$ cat src/rtl/vnf_pkg.sv
// vnf_pkg: shared types and constants of the value noise field generator
// lattice hash constants, fixed-point widths, register indexes, config bundle
// no dependencies
package vnf_pkg;

  // input coordinate widths
  localparam int unsigned CX_W = 6;
  localparam int unsigned CY_W = 5;

  // fixed-point widths
  localparam int unsigned FRQ_W = 16;
  localparam int unsigned NZ_W  = 16;
  localparam int unsigned LVL_W = 19;
  localparam int unsigned FX_W  = CX_W + FRQ_W;
  localparam int unsigned FY_W  = CY_W + FRQ_W;

  // lattice hash multipliers
  localparam logic [31:0] HASH_X = 32'd374761393;
  localparam logic [31:0] HASH_Y = 32'd668265263;
  localparam logic [31:0] HASH_S = 32'd2246822519;
  localparam logic [31:0] HASH_M = 32'd1274126177;

  // octave mix weights, 0.65 and 0.35 in Q0.16
  localparam logic [15:0] MIX_COARSE = 16'd42598;
  localparam logic [15:0] MIX_FINE   = 16'd22938;

  // fine octave seed offset
  localparam logic [31:0] SEED_OFS = 32'd99;

  // smoothstep constant 3.0 in Q.16
  localparam logic [17:0] THREE_Q16 = 18'd196608;

  // register reset values
  localparam logic [31:0]      SEED_RST   = 32'd20260628;
  localparam logic [FRQ_W-1:0] COARSE_RST = 16'd7864;
  localparam logic [FRQ_W-1:0] FINE_RST   = 16'd19661;
  localparam logic [LVL_W-1:0] PEAK_RST   = 19'd327680;

  // seed products of the reset seed
  localparam logic [31:0] TERM_C_RST = 32'(64'(SEED_RST) * 64'(HASH_S));
  localparam logic [31:0] TERM_F_RST = 32'(64'(32'(SEED_RST + SEED_OFS)) * 64'(HASH_S));

  // register indexes of the config port
  typedef enum logic [1:0] {
    REG_SEED   = 2'd0,
    REG_COARSE = 2'd1,
    REG_FINE   = 2'd2,
    REG_PEAK   = 2'd3
  } cfg_reg_e;

  // configuration as seen by the datapath
  typedef struct packed {
    logic [31:0]      term_c;  // seed times hash constant, coarse octave
    logic [31:0]      term_f;  // same for seed plus offset, fine octave
    logic [FRQ_W-1:0] coarse;
    logic [FRQ_W-1:0] fine;
    logic [LVL_W-1:0] peak;
  } cfg_t;

  // first half of the corner hash: sum of products and the first xor fold
  function automatic logic [31:0] hash_pre(input logic [CX_W-1:0] x,
                                           input logic [CY_W-1:0] y,
                                           input logic [31:0] s_term);
    logic [31:0] h;
    h = 32'(32'(x) * HASH_X) + 32'(32'(y) * HASH_Y) + s_term;
    return h ^ (h >> 13);
  endfunction

endpackage

$ cat src/rtl/vnf_cfg.sv
// vnf_cfg: configuration registers and registered seed products
// depends on vnf_pkg
module vnf_cfg
  import vnf_pkg::*;
(
  input  logic        clk_i,
  input  logic        rst_ni,
  input  logic        cfg_valid_i,
  output logic        cfg_ready_o,
  input  logic [1:0]  cfg_index_i,
  input  logic [31:0] cfg_data_i,
  output cfg_t        cfg_o
);

  logic [31:0]      seed_q, term_c_q, term_f_q;
  logic [FRQ_W-1:0] coarse_q, fine_q;
  logic [LVL_W-1:0] peak_q;
  logic [31:0]      term_c_d, term_f_d;

  assign cfg_ready_o = 1'b1;

  // register writes
  always_ff @(posedge clk_i or negedge rst_ni) begin
    if (!rst_ni) begin
      seed_q   <= SEED_RST;
      coarse_q <= COARSE_RST;
      fine_q   <= FINE_RST;
      peak_q   <= PEAK_RST;
    end else if (cfg_valid_i) begin
      case (cfg_reg_e'(cfg_index_i))
        REG_SEED:   seed_q   <= cfg_data_i;
        REG_COARSE: coarse_q <= cfg_data_i[FRQ_W-1:0];
        REG_FINE:   fine_q   <= cfg_data_i[FRQ_W-1:0];
        REG_PEAK:   peak_q   <= cfg_data_i[LVL_W-1:0];
        default: ;
      endcase
    end
  end

  // seed products, registered in the cycle after the seed register
  assign term_c_d = 32'(seed_q * HASH_S);
  assign term_f_d = 32'((seed_q + SEED_OFS) * HASH_S);

  always_ff @(posedge clk_i or negedge rst_ni) begin
    if (!rst_ni) begin
      term_c_q <= TERM_C_RST;
      term_f_q <= TERM_F_RST;
    end else begin
      term_c_q <= term_c_d;
      term_f_q <= term_f_d;
    end
  end

  assign cfg_o = '{term_c: term_c_q, term_f: term_f_q, coarse: coarse_q,
                   fine: fine_q, peak: peak_q};

endmodule

$ cat config.mk
export PLATFORM = sky130hd
export DESIGN_NAME = vnf_cfg
export DESIGN_NICKNAME = d
export VERILOG_FILES = /design/src/rtl/vnf_pkg.sv /design/src/rtl/vnf_cfg.sv
export SDC_FILE = /design/constraint.sdc
export NUM_CORES = 2
export LEC_CHECK = 0
export ABC_AREA = 1
export BUFFER_PORTS_ARGS = -buffer_cell sky130_fd_sc_hd__buf_4
export CAP_MARGIN = 20
export CORE_MARGIN = 2
export CORE_UTILIZATION = 40
export DETAILED_ROUTE_END_ITERATION = 6
export PLACE_DENSITY = 0.66
export SYNTH_ARGS = -nofsm -noshare
export SYNTH_HDL_FRONTEND = slang
export SYNTH_SLANG_ARGS = --single-unit
$ cat constraint.sdc
create_clock -name clk_i -period 8.05 [get_ports clk_i]
set_clock_uncertainty 0.05 [all_clocks]
set_input_delay 1.61 -clock clk_i [delete_from_list [all_inputs] [get_ports clk_i]]
set_output_delay 1.61 -clock clk_i [all_outputs]
set_load 0.1 [all_outputs]
Word-level counts from Yosys, hierarchy flattened
Cells that the tools add are included.

storage, ports and cells
  register bits after elaboration = 147
  output and inout port bits = 116
  word-level logic and storage cells = 17

cells by class
  $add $sub $neg = 1
  multipliers = 2
  equality and inequality tests = 3
  reduce and logical (&&, ||, !) cells = 5

operators by type and width
  operator                count
  $mul 32x32->32 const B  2
  $add 32x7->32 const B   1
  $reduce_and 2->1        4
  $eq 2x2->1 const B      2
  $eq 2x1->1 const B      1
  $logic_not 2->1         1

Logic depth before layout (Yosys ltp)
  depth after elaboration = 2
  mapped depth = 41

Worst setup path before layout
Ideal clock, no wire load.

  path type = register to register
  from = reg seed_q[0]
  to = reg term_f_q[31]
  setup time = 0.072 ns
  arrival = 7.644 ns
  required time = 7.928 ns
  path slack = 0.283 ns
  stages on the path, launching flop included = 40
  cells stage by stage = dfrtp_1 > buf_6 > inv_1 > ha_1 > inv_1 > nand4_1 > a21oi_2 > inv_1 > nor2_1 > xor2_1 > inv_1 > ha_1 > inv_1 > fa_1 > fa_1 > fa_1 > inv_1 > fa_1 > [... 4 more ...] > inv_1 > fa_1 > inv_1 > ha_1 > a21oi_1 > o21ai_0 > a21oi_1 > inv_1 > nand2_1 > nand3_1 > a31oi_1 > inv_1 > nand2_1 > nand2_2 > inv_1 > nand3_1 > nand2_1 > inv_1

on the way
  cells in the longest elaborated chain, start to end = 2

RTL lines
  what                      line           RTL
  start: declaration        vnf_cfg.sv:15  logic [31:0] seed_q, term_c_q, term_f_q;
  start signal: assignment  vnf_cfg.sv:31  REG_SEED: seed_q <= cfg_data_i;
  $add 32x7->32             vnf_cfg.sv:42  assign term_f_d = 32'((seed_q + SEED_OFS) * HASH_S);
  $mul 32x32->32            vnf_cfg.sv:42
  named net term_f_d[31]    vnf_cfg.sv:18  logic [31:0] term_c_d, term_f_d;
  end signal: assignment    vnf_cfg.sv:50  term_f_q <= term_f_d;
  end: declaration          vnf_cfg.sv:15

The timed path passes the listed nets, and every way through them passes these cells.
A chain may end at the register's enable or synchronous reset.

Worst setup path in the final report
  from = reg seed_q[2]
  to = reg term_f_q[28]

Same word-level chain as after synthesis.

==> summary.md <==
| Metric | Value |
|---|---|
| R2R Setup Slk | `370 ps` |
| Placer's final routability congestion estimate | `0.9842` |
| Syn_nets | `3466` |
| Largest net degree at the start of global routing | `81` |
| CP Data Required Time | `8420 ps` |
| Synth warn | `0` |
| Final ANT Viol Nets | `0` |
| Global-route wire length before repair | `106.7 mm` |
| Setup violators final | `0` |
| Number of global-route vias before repair | `18816` |
| Final Max Slew Viols | `0` |
| Worst R2R Path Depth | `25` |
| Antenna violations before repair | `0` |
| CTS tree | `done` |
| Die H | `254.8 µm` |
| # port buffers | `151` |
| Synth async-reset ratio | `1.000` |
| Placed cells | `3622` |
| First DRT Iteration DRCs | `1041` |
| # diodes | `0` |
| NumNets Final | `3683` |
| Max Root-Sink Buffers | `2` |
| RR Endpoint | `term_f_q[28]` |
| Area leader, netlist | `fa_1` |
| Crit-path slowest cell | `fa_1` |
| Met2 Track Usage GR | `0.3558` |
| Core Area | `61940 µm²` |
| RSZ-0062 raised after global routing | `true` |
| Chip Width | `254.8 µm` |
| Vias | `17433` |
| Max Fclk | `130.2 MHz` |
| Fin crit share | `0.9544` |
| Count of cell types in the netlist | `48` |
| Ys flop type | `dfrtp_1` |
| Post-synth top cells | `inv_1, fa_1, ha_1, nand2_1, o21ai_0` |
| Io pins | `153` |
| Post-DP HPWL | `59.44 mm` |
| Post-route insts no fill | `3657` |
| Hold_ws | `439.4 ps` |
| Synth area leaders | `fa_1, ha_1, inv_1` |
| CTS buffer count | `17` |
| Gr usage total | `0.2198` |
| CTS root buffer | `clkbuf_16` |
| Met1 usage | `0.2945` |
| CP max FO | `12` |
| Ratio of cells with drive above 1 in the final layout | `0.1312` |
| CP endpoint kind | `register` |
| Wire per inst | `18.26 µm` |
| Post-DP Area | `27740 µm²` |
| Relative slew slack | `0.3002` |
| Count leader, synth | `inv_1` |
| Hold WC Path Type | `register to register` |
| Sequential area share after synthesis | `0.1492` |
| EDFF count, synth | `0` |
| Starting Density | `0.4063` |
| Post-synth top area share | `0.3739` |
| Drt total wl | `66.78 mm` |
| Grt total ovfl | `0` |
| Number of synthesized register bits | `147` |
| FP Rows | `91` |
| Most used cell, CP | `fa_1` |
| Met3 GRT Util | `0.04912` |
| Cells after Synth | `2590` |
| H-Tree Depth | `4` |
| Fin. Hold Viols | `0` |
| Hold buffers post-CTS | `0` |
| CP max stage delay | `570 ps` |
| WP depth | `25` |
| Mean post-synth cell area | `9.716 µm²` |
| GRT busiest layer | `met2` |
| Crit path time final | `7683 ps` |
| CP Capture Point | `term_f_q[28]` |
| Crit. Startpoint | `seed_q[2]` |
| CP delay by family, top | `adder cells` |
| Worst r2r src | `seed_q[2]` |
| Die area | `64930 µm²` |
| WP buf/inv | `4` |
| Startpoint Class | `register` |
| Reg clk slew, reported paths | `70 ps` |
| Final core utilization | `0.4593` |
| Mapped Area | `25160 µm²` |
| Worst-Margin Slew | `1047 ps` |
| Status | `finished clean` |
| DRC viols | `0` |
| Vias/cell | `4.767` |
| Final Cell Area | `28450 µm²` |
| Area added between synthesis and finish | `13.06%` |
| Drt first pass iters | `5` |
| Max-Cap Viols | `0` |
| Clk sink count | `147` |
| Arrival time at the worst endpoint | `8050 ps` |
| Setup CP Type | `register to register` |
| Clock network latency to the later pin of the worst-skew pair | `490 ps` |
-- logic make-up after synthesis --
logic type                 after synthesis  synth area share
AOI/OAI and AO/OA                      226           0.05116
DFF                                    147            0.1492
other                                    1         0.0001490
adders and majority gates              839            0.5574
and+or+nand+nor                        418           0.07075
xor gates and xnor gates               134           0.04783
buffers and inverters                  825            0.1235
-- tightest hold or removal path, cell delays in order, from the launching register on --
cell,delay (ps)
dfrtp_1,350
nand2_1,50
o21ai_0,50
-- cell usage in the layout, fill, tap and decap left out, drive strengths merged, types with 2 or more instances in the layout --
cell type  netlist  routed
dfstp           61      61
o21a             3       3
a31o             4       4
dfrtp           86      86
o21ai          105     105
o21bai           8       8
clkbuf          17      20
o221ai           4       4
a21o             6       6
xnor2           49      49
a21boi           5       5
o2111ai          2       2
xor2            85      85
nand4           11      11
inv            805     809
a31oi            6       6
nor3             9       9
nand2          278     278
a21oi           81      81
clkinvlp         0       3
clkinv           1       4
bufinv           0       2
buf              2     217
fa             470     470
nor2            58      58
nor4             4       4
nand3b           3       3
ha             369     369
or2              3       3
nand3           50      50
-- worst min-delay path by stage --
stage | startpoint | to | slack [ps] | cells after the start
3_3_place_gp | fine_q[4] | fine_q[4] | 420 | 2
3_5_place_dp | fine_q[1] | fine_q[1] | 430 | 2
5_1_grt | fine_q[0] | fine_q[0] | 460 | 2
4_1_cts | coarse_q[7] | coarse_q[7] | 440 | 2
6_report | peak_q[2] | peak_q[2] | 440 | 2
2_1_floorplan | seed_q[4] | seed_q[4] | 470 | 2
-- per-stage QoR --
step | setup TNS (ps) | setup WS, ps
floorplan | 0 | 283.4
global route | -42.91 | -42.62
CTS | 0 | 180.6
finish | 0 | 367.3
global placement | 0 | 289.9
detailed placement | 0 | 174.1
-- flip-flops by register name (all words and copies together) (netlist names) --
| register | flops |
|---|---|
| term_f_q | 32 |
| coarse_q | 16 |
| term_c_q | 32 |
| fine_q | 16 |
| peak_q | 19 |
| seed_q | 32 |
-- final cells by class --
type	instances	area, µm²
fillers	5922	33490
multi-input cells	1618	18380
flip-flops and latches	147	3755
inverters	806	3025
repair buffers	217	1640
well taps	837	1047
clock buffers	20	456.7
clock inverters	12	146.4
-- timing repair --
item                       in CTS  in global routing
hold endpoints to repair        0                  0
buffers inserted                0                  2
resized for setup               0                 13
setup endpoints to repair       0                  4
-- metal layers --
metal  vias to the layer above  routed length, µm
met3                        97               4350
met5                         -                  0
met4                         0               1933
met2                       507              31230
met1                      8688              29270
li1                       8141                  -
Power is not shown: default switching activity piles up to over one toggle a cycle in this logic, so the estimate is an artifact.
