[src/rtl/vnf_pkg.sv]
// vnf_pkg: shared types and constants of the value noise field generator
// lattice hash constants, fixed-point widths, register indexes, config bundle
// no dependencies
package vnf_pkg;

  // input coordinate widths
  localparam int unsigned CX_W = 6;
  localparam int unsigned CY_W = 5;

  // fixed-point widths
  localparam int unsigned FRQ_W = 16;
  localparam int unsigned NZ_W  = 16;
  localparam int unsigned LVL_W = 19;
  localparam int unsigned FX_W  = CX_W + FRQ_W;
  localparam int unsigned FY_W  = CY_W + FRQ_W;

  // lattice hash multipliers
  localparam logic [31:0] HASH_X = 32'd374761393;
  localparam logic [31:0] HASH_Y = 32'd668265263;
  localparam logic [31:0] HASH_S = 32'd2246822519;
  localparam logic [31:0] HASH_M = 32'd1274126177;

  // octave mix weights, 0.65 and 0.35 in Q0.16
  localparam logic [15:0] MIX_COARSE = 16'd42598;
  localparam logic [15:0] MIX_FINE   = 16'd22938;

  // fine octave seed offset
  localparam logic [31:0] SEED_OFS = 32'd99;

  // smoothstep constant 3.0 in Q.16
  localparam logic [17:0] THREE_Q16 = 18'd196608;

  // register reset values
  localparam logic [31:0]      SEED_RST   = 32'd20260628;
  localparam logic [FRQ_W-1:0] COARSE_RST = 16'd7864;
  localparam logic [FRQ_W-1:0] FINE_RST   = 16'd19661;
  localparam logic [LVL_W-1:0] PEAK_RST   = 19'd327680;

  // seed products of the reset seed
  localparam logic [31:0] TERM_C_RST = 32'(64'(SEED_RST) * 64'(HASH_S));
  localparam logic [31:0] TERM_F_RST = 32'(64'(32'(SEED_RST + SEED_OFS)) * 64'(HASH_S));

  // register indexes of the config port
  typedef enum logic [1:0] {
    REG_SEED   = 2'd0,
    REG_COARSE = 2'd1,
    REG_FINE   = 2'd2,
    REG_PEAK   = 2'd3
  } cfg_reg_e;

  // configuration as seen by the datapath
  typedef struct packed {
    logic [31:0]      term_c;  // seed times hash constant, coarse octave
    logic [31:0]      term_f;  // same for seed plus offset, fine octave
    logic [FRQ_W-1:0] coarse;
    logic [FRQ_W-1:0] fine;
    logic [LVL_W-1:0] peak;
  } cfg_t;

  // first half of the corner hash: sum of products and the first xor fold
  function automatic logic [31:0] hash_pre(input logic [CX_W-1:0] x,
                                           input logic [CY_W-1:0] y,
                                           input logic [31:0] s_term);
    logic [31:0] h;
    h = 32'(32'(x) * HASH_X) + 32'(32'(y) * HASH_Y) + s_term;
    return h ^ (h >> 13);
  endfunction

endpackage

[src/rtl/vnf_interp.sv]
// vnf_interp: bilinear blend of four corner values with smoothstep weights
// four register stages; depends on vnf_pkg
module vnf_interp
  import vnf_pkg::*;
(
  input  logic                 clk_i,
  input  logic                 en_i,
  input  logic [3:0][NZ_W-1:0] corner_i,  // c00, c10, c01, c11
  input  logic [NZ_W-1:0]      ux_i,
  input  logic [NZ_W-1:0]      uy_i,
  output logic [NZ_W-1:0]      noise_o
);

  // stage 4: scaled differences along x for the top and bottom rows
  logic [1:0]           up_d, up_q;
  logic [1:0][NZ_W-1:0] mag, base_q, step_q;
  logic [1:0][31:0]     prod;
  logic [NZ_W-1:0]      uy4_q;

  always_comb begin
    for (int r = 0; r < 2; r++) begin
      up_d[r] = corner_i[2*r+1] >= corner_i[2*r];
      mag[r]  = up_d[r] ? corner_i[2*r+1] - corner_i[2*r]
                        : corner_i[2*r] - corner_i[2*r+1];
      prod[r] = mag[r] * ux_i;
    end
  end

  always_ff @(posedge clk_i) begin
    if (en_i) begin
      up_q  <= up_d;
      uy4_q <= uy_i;
      for (int r = 0; r < 2; r++) begin
        base_q[r] <= corner_i[2*r];
        step_q[r] <= prod[r][31:16];
      end
    end
  end

  // stage 5: top and bottom row values
  logic [1:0][NZ_W-1:0] row_d, row_q;
  logic [NZ_W-1:0]      uy5_q;

  always_comb begin
    for (int r = 0; r < 2; r++) begin
      row_d[r] = up_q[r] ? base_q[r] + step_q[r] : base_q[r] - step_q[r];
    end
  end

  always_ff @(posedge clk_i) begin
    if (en_i) begin
      row_q <= row_d;
      uy5_q <= uy4_q;
    end
  end

  // stage 6: scaled difference along y
  logic            upy_d, upy_q;
  logic [NZ_W-1:0] magy, top6_q, stepy_q;
  logic [31:0]     prody;

  assign upy_d = row_q[1] >= row_q[0];
  assign magy  = upy_d ? row_q[1] - row_q[0] : row_q[0] - row_q[1];
  assign prody = magy * uy5_q;

  always_ff @(posedge clk_i) begin
    if (en_i) begin
      upy_q   <= upy_d;
      top6_q  <= row_q[0];
      stepy_q <= prody[31:16];
    end
  end

  // stage 7: octave value
  logic [NZ_W-1:0] noise_d, noise_q;

  assign noise_d = upy_q ? top6_q + stepy_q : top6_q - stepy_q;

  always_ff @(posedge clk_i) begin
    if (en_i) begin
      noise_q <= noise_d;
    end
  end

  assign noise_o = noise_q;

endmodule
[config.mk]
export PLATFORM = sky130hd
export DESIGN_NAME = vnf_interp
export DESIGN_NICKNAME = d
export VERILOG_FILES = /design/src/rtl/vnf_pkg.sv /design/src/rtl/vnf_interp.sv
export SDC_FILE = /design/constraint.sdc
export NUM_CORES = 2
export LEC_CHECK = 0
export ABC_AREA = 1
export ABC_CLOCK_PERIOD_IN_PS = 7450
export BUFFER_PORTS_ARGS = -buffer_cell sky130_fd_sc_hd__buf_2
export CORE_MARGIN = 2
export CORE_UTILIZATION = 60
export CTS_BUF_LIST = sky130_fd_sc_hd__clkbuf_4 sky130_fd_sc_hd__clkbuf_8 sky130_fd_sc_hd__clkbuf_16
export CTS_CLUSTER_DIAMETER = 200
export DETAILED_ROUTE_END_ITERATION = 8
export PLACE_DENSITY = 0.76
export SYNTH_ARGS = -nofsm -noshare
export SYNTH_HDL_FRONTEND = slang
export SYNTH_SLANG_ARGS = --single-unit
[constraint.sdc]
create_clock -name clk_i -period 7.45 [get_ports clk_i]
set_input_delay 1.1175 -clock clk_i [delete_from_list [all_inputs] [get_ports clk_i]]
set_output_delay 1.1175 -clock clk_i [all_outputs]
set_load 0.02 [all_outputs]
# ---- Yosys cells after proc, flatten, opt, wreduce, memory -nomap -nowiden
# Index checks and enable logic that the tools add are counted.
dict set report classes {
  muxes 6
  add_sub_neg 12
  order_cmp 3
  n_mul 3
}
# operator count
set ops {}
lappend ops {{subtractor 16 bit} 9}
lappend ops {{multiplier 16 x 16 -> 32 bit} 3}
lappend ops {{2-to-1 mux 16 bit} 6}
lappend ops {{adder 16 bit} 3}
lappend ops {{greater-or-equal comparator 16 bit} 3}
dict set report word_totals {
  out_inout_bits 16
  register_bits 179
  elab_cells 37
  inputBits 98
}

# ---- Depth between registers and ports, before layout
dict set report logic_depth {
  ltp_word 3
  ltp_mapped 40
  depth_no_buf 38
}

# ---- Least setup slack after synthesis
# No wires, ideal clock.
dict set report synth_path {
  path_kind {input to register}
  from {input corner_i[16] (netlist bit)}
  to {register step_q[14] (netlist bit), data pin}
  t_required_ps 7198
  t_arrival_ps 7297
  stages 36
  slack_ps -99
  setup_ps 252
  path_buffers 0
  path_cell_list {inv_1 > ha_1 > inv_1 > fa_1 > nand3_1 > nand2_1 > nand2_1 > nand3_1 > nand2_1 > nand2_2 > inv_2 > nand2_1 > o21ai_2 > xor2_2 > inv_2 > nand2_1 > fa_1 > fa_1 > inv_1 > fa_1 > fa_1 > fa_1 > inv_1 > fa_1 > inv_1 > ha_1 > a21oi_1 > inv_1 > a31oi_1 > o21ai_0 > nand3_1 > o311ai_0 > a21oi_1 > nand2_1 > nand2_1 > nand2_1}
}
# element line
set synth_lines {}
lappend synth_lines {{start: declaration} vnf_interp.sv:8} ;# input logic [3:0][NZ_W-1:0] corner_i,
lappend synth_lines {{end signal: indexed assignment} vnf_interp.sv:35} ;# step_q[r] <= prod[r][31:16];
lappend synth_lines {{end: declaration} vnf_interp.sv:16} ;# logic [1:0][NZ_W-1:0] mag, base_q, step_q;

==> impl_metrics.xml <==
<?xml version="1.0" encoding="UTF-8"?>
<metrics>
  <group name="critical_path">
    <metric name="critical_path_class" unit="">in2reg</metric>
    <metric name="cp_max_fo" unit="">6</metric>
    <metric name="critPathRequiredTime" unit="ns">7.73</metric>
    <metric name="critPathMaxStageDelay" unit="ns">0.54</metric>
    <metric name="startpoint_of_the_most_critical_setup_path" unit="">corner_i[34]</metric>
    <metric name="worstSetupStartpointType" unit="">primary input</metric>
    <metric name="critical_path.reg2reg.startpoint" unit="">row_q[16]$_DFFE_PP_</metric>
    <metric name="cpMaxStageDelayCell" unit="">sky130_fd_sc_hd__fa_1</metric>
    <metric name="cpMostUsedCell" unit="">sky130_fd_sc_hd__fa_1</metric>
    <metric name="crit_arrival" unit="ns">7.78</metric>
    <metric name="r2r_setup_slack" unit="ns">0.12</metric>
    <metric name="rr_endpoint" unit="">stepy_q[10]$_DFFE_PP_</metric>
    <metric name="end_kind" unit="">register</metric>
    <metric name="rr_worst_depth" unit="">37</metric>
  </group>
  <group name="yosys">
    <metric name="synthArstFlopShare" unit="%">0</metric>
    <metric name="yosys.area.top_type_share" unit="%">30.41</metric>
    <metric name="synth.avg_cell_area" unit="um2">8.008</metric>
    <metric name="ys.warnings.count" unit="">0</metric>
    <metric name="synthTopCellsByCount" unit="">1085 x sky130_fd_sc_hd__inv_1, 961 x sky130_fd_sc_hd__nand2_1, 588 x sky130_fd_sc_hd__fa_1, 546 x sky130_fd_sc_hd__nor2_1, 444 x sky130_fd_sc_hd__ha_1</metric>
    <metric name="synth-edff-count" unit="">179</metric>
    <metric name="synth.area.top_cells" unit="">sky130_fd_sc_hd__fa_1 30%, sky130_fd_sc_hd__ha_1 14%, sky130_fd_sc_hd__edfxtp_1 14%</metric>
    <metric name="yosysSeqAreaShare" unit="%">13.89</metric>
    <metric name="ys_dominant_reg_cell" unit="">sky130_fd_sc_hd__edfxtp_1</metric>
    <metric name="yosys_register_bits" unit="">179</metric>
    <metric name="post-synth-top-count-cell" unit="">sky130_fd_sc_hd__inv_1</metric>
    <metric name="synthesis.instances" unit="">4834</metric>
    <metric name="number_of_nets_in_the_synthesized_netlist" unit="">5964</metric>
    <metric name="post_synth_design_cell_area" unit="um2">38710</metric>
    <metric name="yosys.cell_types.count" unit="">50</metric>
    <metric name="synthDominantAreaCellType" unit="">sky130_fd_sc_hd__fa_1</metric>
  </group>
  <group name="clocking">
    <metric name="tritoncts" unit="">built</metric>
    <metric name="clk-insertion-delay-late" unit="ns">0.47</metric>
    <metric name="h-tree-depth" unit="">4</metric>
    <metric name="worst_setup_hold_path_clk_slew" unit="ns">0.07</metric>
    <metric name="clock_tree.buffer_depth" unit="">2</metric>
    <metric name="cts_buf_count" unit="">17</metric>
    <metric name="cts_hold_repair.buffers" unit="">0</metric>
    <metric name="numClockSinks" unit="">179</metric>
    <metric name="clock_tree.root_cell" unit="">sky130_fd_sc_hd__clkbuf_16</metric>
  </group>
  <group name="sta">
    <metric name="unrepaired_setup_endpoints_after_global_routing" unit="">yes</metric>
    <metric name="setup_slack_after_layout" unit="ns">-0.04881</metric>
    <metric name="min_period" unit="ns">7.499</metric>
    <metric name="max_slew.worst_pin.slew" unit="ns">0.8068</metric>
    <metric name="timing.setup.tns" unit="ns">-0.1576</metric>
    <metric name="achievable-frequency" unit="MHz">133.4</metric>
    <metric name="final_max_slew_viol_count" unit="">0</metric>
    <metric name="fin_worst_skew" unit="ns">0.01760</metric>
    <metric name="final_hold_viol_count" unit="">0</metric>
    <metric name="post-route-period-util" unit="%">100.7</metric>
    <metric name="slew_headroom" unit="%">46.22</metric>
    <metric name="timing.hold.ws" unit="ns">0.4117</metric>
    <metric name="finalSetupViolations" unit="">7</metric>
  </group>
  <group name="global_routing">
    <metric name="first_pass_grt_wire_length" unit="um">181200</metric>
    <metric name="grt.overflow.total" unit="">0</metric>
    <metric name="largest_net_degree_at_the_start_of_global_routing" unit="">65</metric>
    <metric name="track_usage" unit="%">34.63</metric>
    <metric name="grt_pass1_vias" unit="">35172</metric>
    <metric name="antenna_found_initial" unit="">0</metric>
  </group>
  <group name="outcome">
    <metric name="failing_checks" unit="">negative setup slack</metric>
    <metric name="status" unit="">complete, but fails checks</metric>
  </group>
  <group name="routing">
    <metric name="routedWlPerCell" unit="um">18.80</metric>
    <metric name="first_iter_violations" unit="">3256</metric>
    <metric name="wirelength" unit="um">119900</metric>
    <metric name="drt.antenna.violating_nets" unit="">0</metric>
    <metric name="routed_via_density" unit="">5.554</metric>
    <metric name="routed-via-count" unit="">35430</metric>
    <metric name="drc_errors" unit="">0</metric>
    <metric name="drtPass1Iterations" unit="">6</metric>
  </group>
  <group name="finish">
    <metric name="layout.nets" unit="">6642</metric>
    <metric name="n_antenna_cell" unit="">0</metric>
    <metric name="drive_gt1_share" unit="%">24.80</metric>
    <metric name="area_growth" unit="%">25.18</metric>
  </group>
  <group name="worst_hold_path">
    <metric name="hold_class" unit="">reg2reg</metric>
    <metric name="hold_path_depth" unit="">0</metric>
    <metric name="hold-path-endpoint" unit="">uy5_q[8]$_DFFE_PP_</metric>
    <metric name="holdCritStartpoint" unit="">uy4_q[8]$_DFFE_PP_</metric>
  </group>
  <group name="flow_run">
    <metric name="cap_viol_max_count" unit="">0</metric>
  </group>
  <group name="placed_design">
    <metric name="numPortBuffers" unit="">113</metric>
    <metric name="place_worst_setup_slack" unit="ns">-0.8311</metric>
    <metric name="globalplace.congestion" unit="">1.000</metric>
    <metric name="place_hpwl" unit="um">96240</metric>
  </group>
  <group name="floorplan">
    <metric name="pin_count" unit="">114</metric>
    <metric name="core_area" unit="um2">64120</metric>
    <metric name="core.rowCount" unit="">93</metric>
    <metric name="initial_core_util" unit="%">60.38</metric>
    <metric name="fp.dieH" unit="um">258</metric>
    <metric name="die_area" unit="um2">66560</metric>
    <metric name="die_w" unit="um">258</metric>
  </group>
</metrics>
## worst max path at each step
stage | endpoint | cells past startpoint
after floorplan | step_q[15]$_DFFE_PP_ | 36
after CTS | step_q[1]$_DFFE_PP_ | 37
after detailed placement | step_q[31]$_DFFE_PP_ | 37
after global routing | step_q[27]$_DFFE_PP_ | 33
after global placement | step_q[31]$_DFFE_PP_ | 37
final | step_q[28]$_DFFE_PP_ | 33
## placed cells by master, fill, tap and decap left out, drive strengths merged, types with 110 or more instances in the layout
| cell type | count |
|---|---|
| inv | 1115 |
| nand2 | 978 |
| buf | 750 |
| fa | 588 |
| nor2 | 549 |
| ha | 444 |
| a21oi | 239 |
| edfxtp | 179 |
| xor2 | 151 |
| o21ai | 138 |
| nand3 | 110 |
## final cells by class
class                      count  area [um2]
sequential                   179        5375
clock inverter                13       127.6
fill                        4505       15660
inverter                    1124        4307
clock buffer                  18       432.9
timing repair buffer         752        5792
tap                          855        1070
multi-input combinational   3438       31350
## timing repair
| action | CTS | global route |
|---|---|---|
| endpoints found under the setup margin | 41 | 48 |
| buffers inserted | 14 | 51 |
| cloned | 0 | 1 |
| gates resized for setup | 111 | 649 |
| pin swaps | 26 | 247 |
## flip-flops by register name (all words and copies together), names as in the netlist, 2 cells and up
| name | count |
|---|---|
| row_q | 32 |
| stepy_q | 16 |
| step_q | 32 |
| noise_o | 16 |
| base_q | 32 |
| uy4_q | 16 |
| top6_q | 16 |
| uy5_q | 16 |
| up_q | 2 |
## cell families after synthesis
| family | Yosys count | share of synthesized area [%] |
|---|---|---|
| adders and majority gates | 1032 | 44.76 |
| xor gates and xnor gates | 187 | 4.347 |
| and+or+nand+nor | 1718 | 17.70 |
| buffers and inverters | 1217 | 11.92 |
| DFF | 179 | 13.89 |
| AOI/OAI and AO/OA | 501 | 7.389 |
## worst max-delay path, delay by kind of cell
| kind | cells | cell delay [ns] |
|---|---|---|
| AO/OA/AOI/OAI | 8 | 1.05 |
| AND/OR/NAND/NOR | 5 | 0.52 |
| XOR/XNOR | 2 | 0.39 |
| adder cells (fa/ha/maj) | 8 | 3.54 |
| buffers and inverters | 10 | 1.14 |
## routing by layer
layer	vias up	global-route usage, %	routed length, um
met3	410	4.810	9746
met5	-	0	0
met4	0	14.15	6718
met1	17162	44.71	45400
met2	1734	58.89	58070
li1	16124	-	-
## stage by stage
stage,cells,cell area [um2],utilization [%]
floorplan,4834,38730,-
global placement,6288,44490,69.39
detailed placement,6288,44490,69.39
finish,6379,48460,75.58
global route,6379,48460,75.58
CTS,6332,45540,71.02
Power is left out: the tool's default activity adds up to more than one toggle a clock period on the data nets, which glitch-free logic cannot reach.
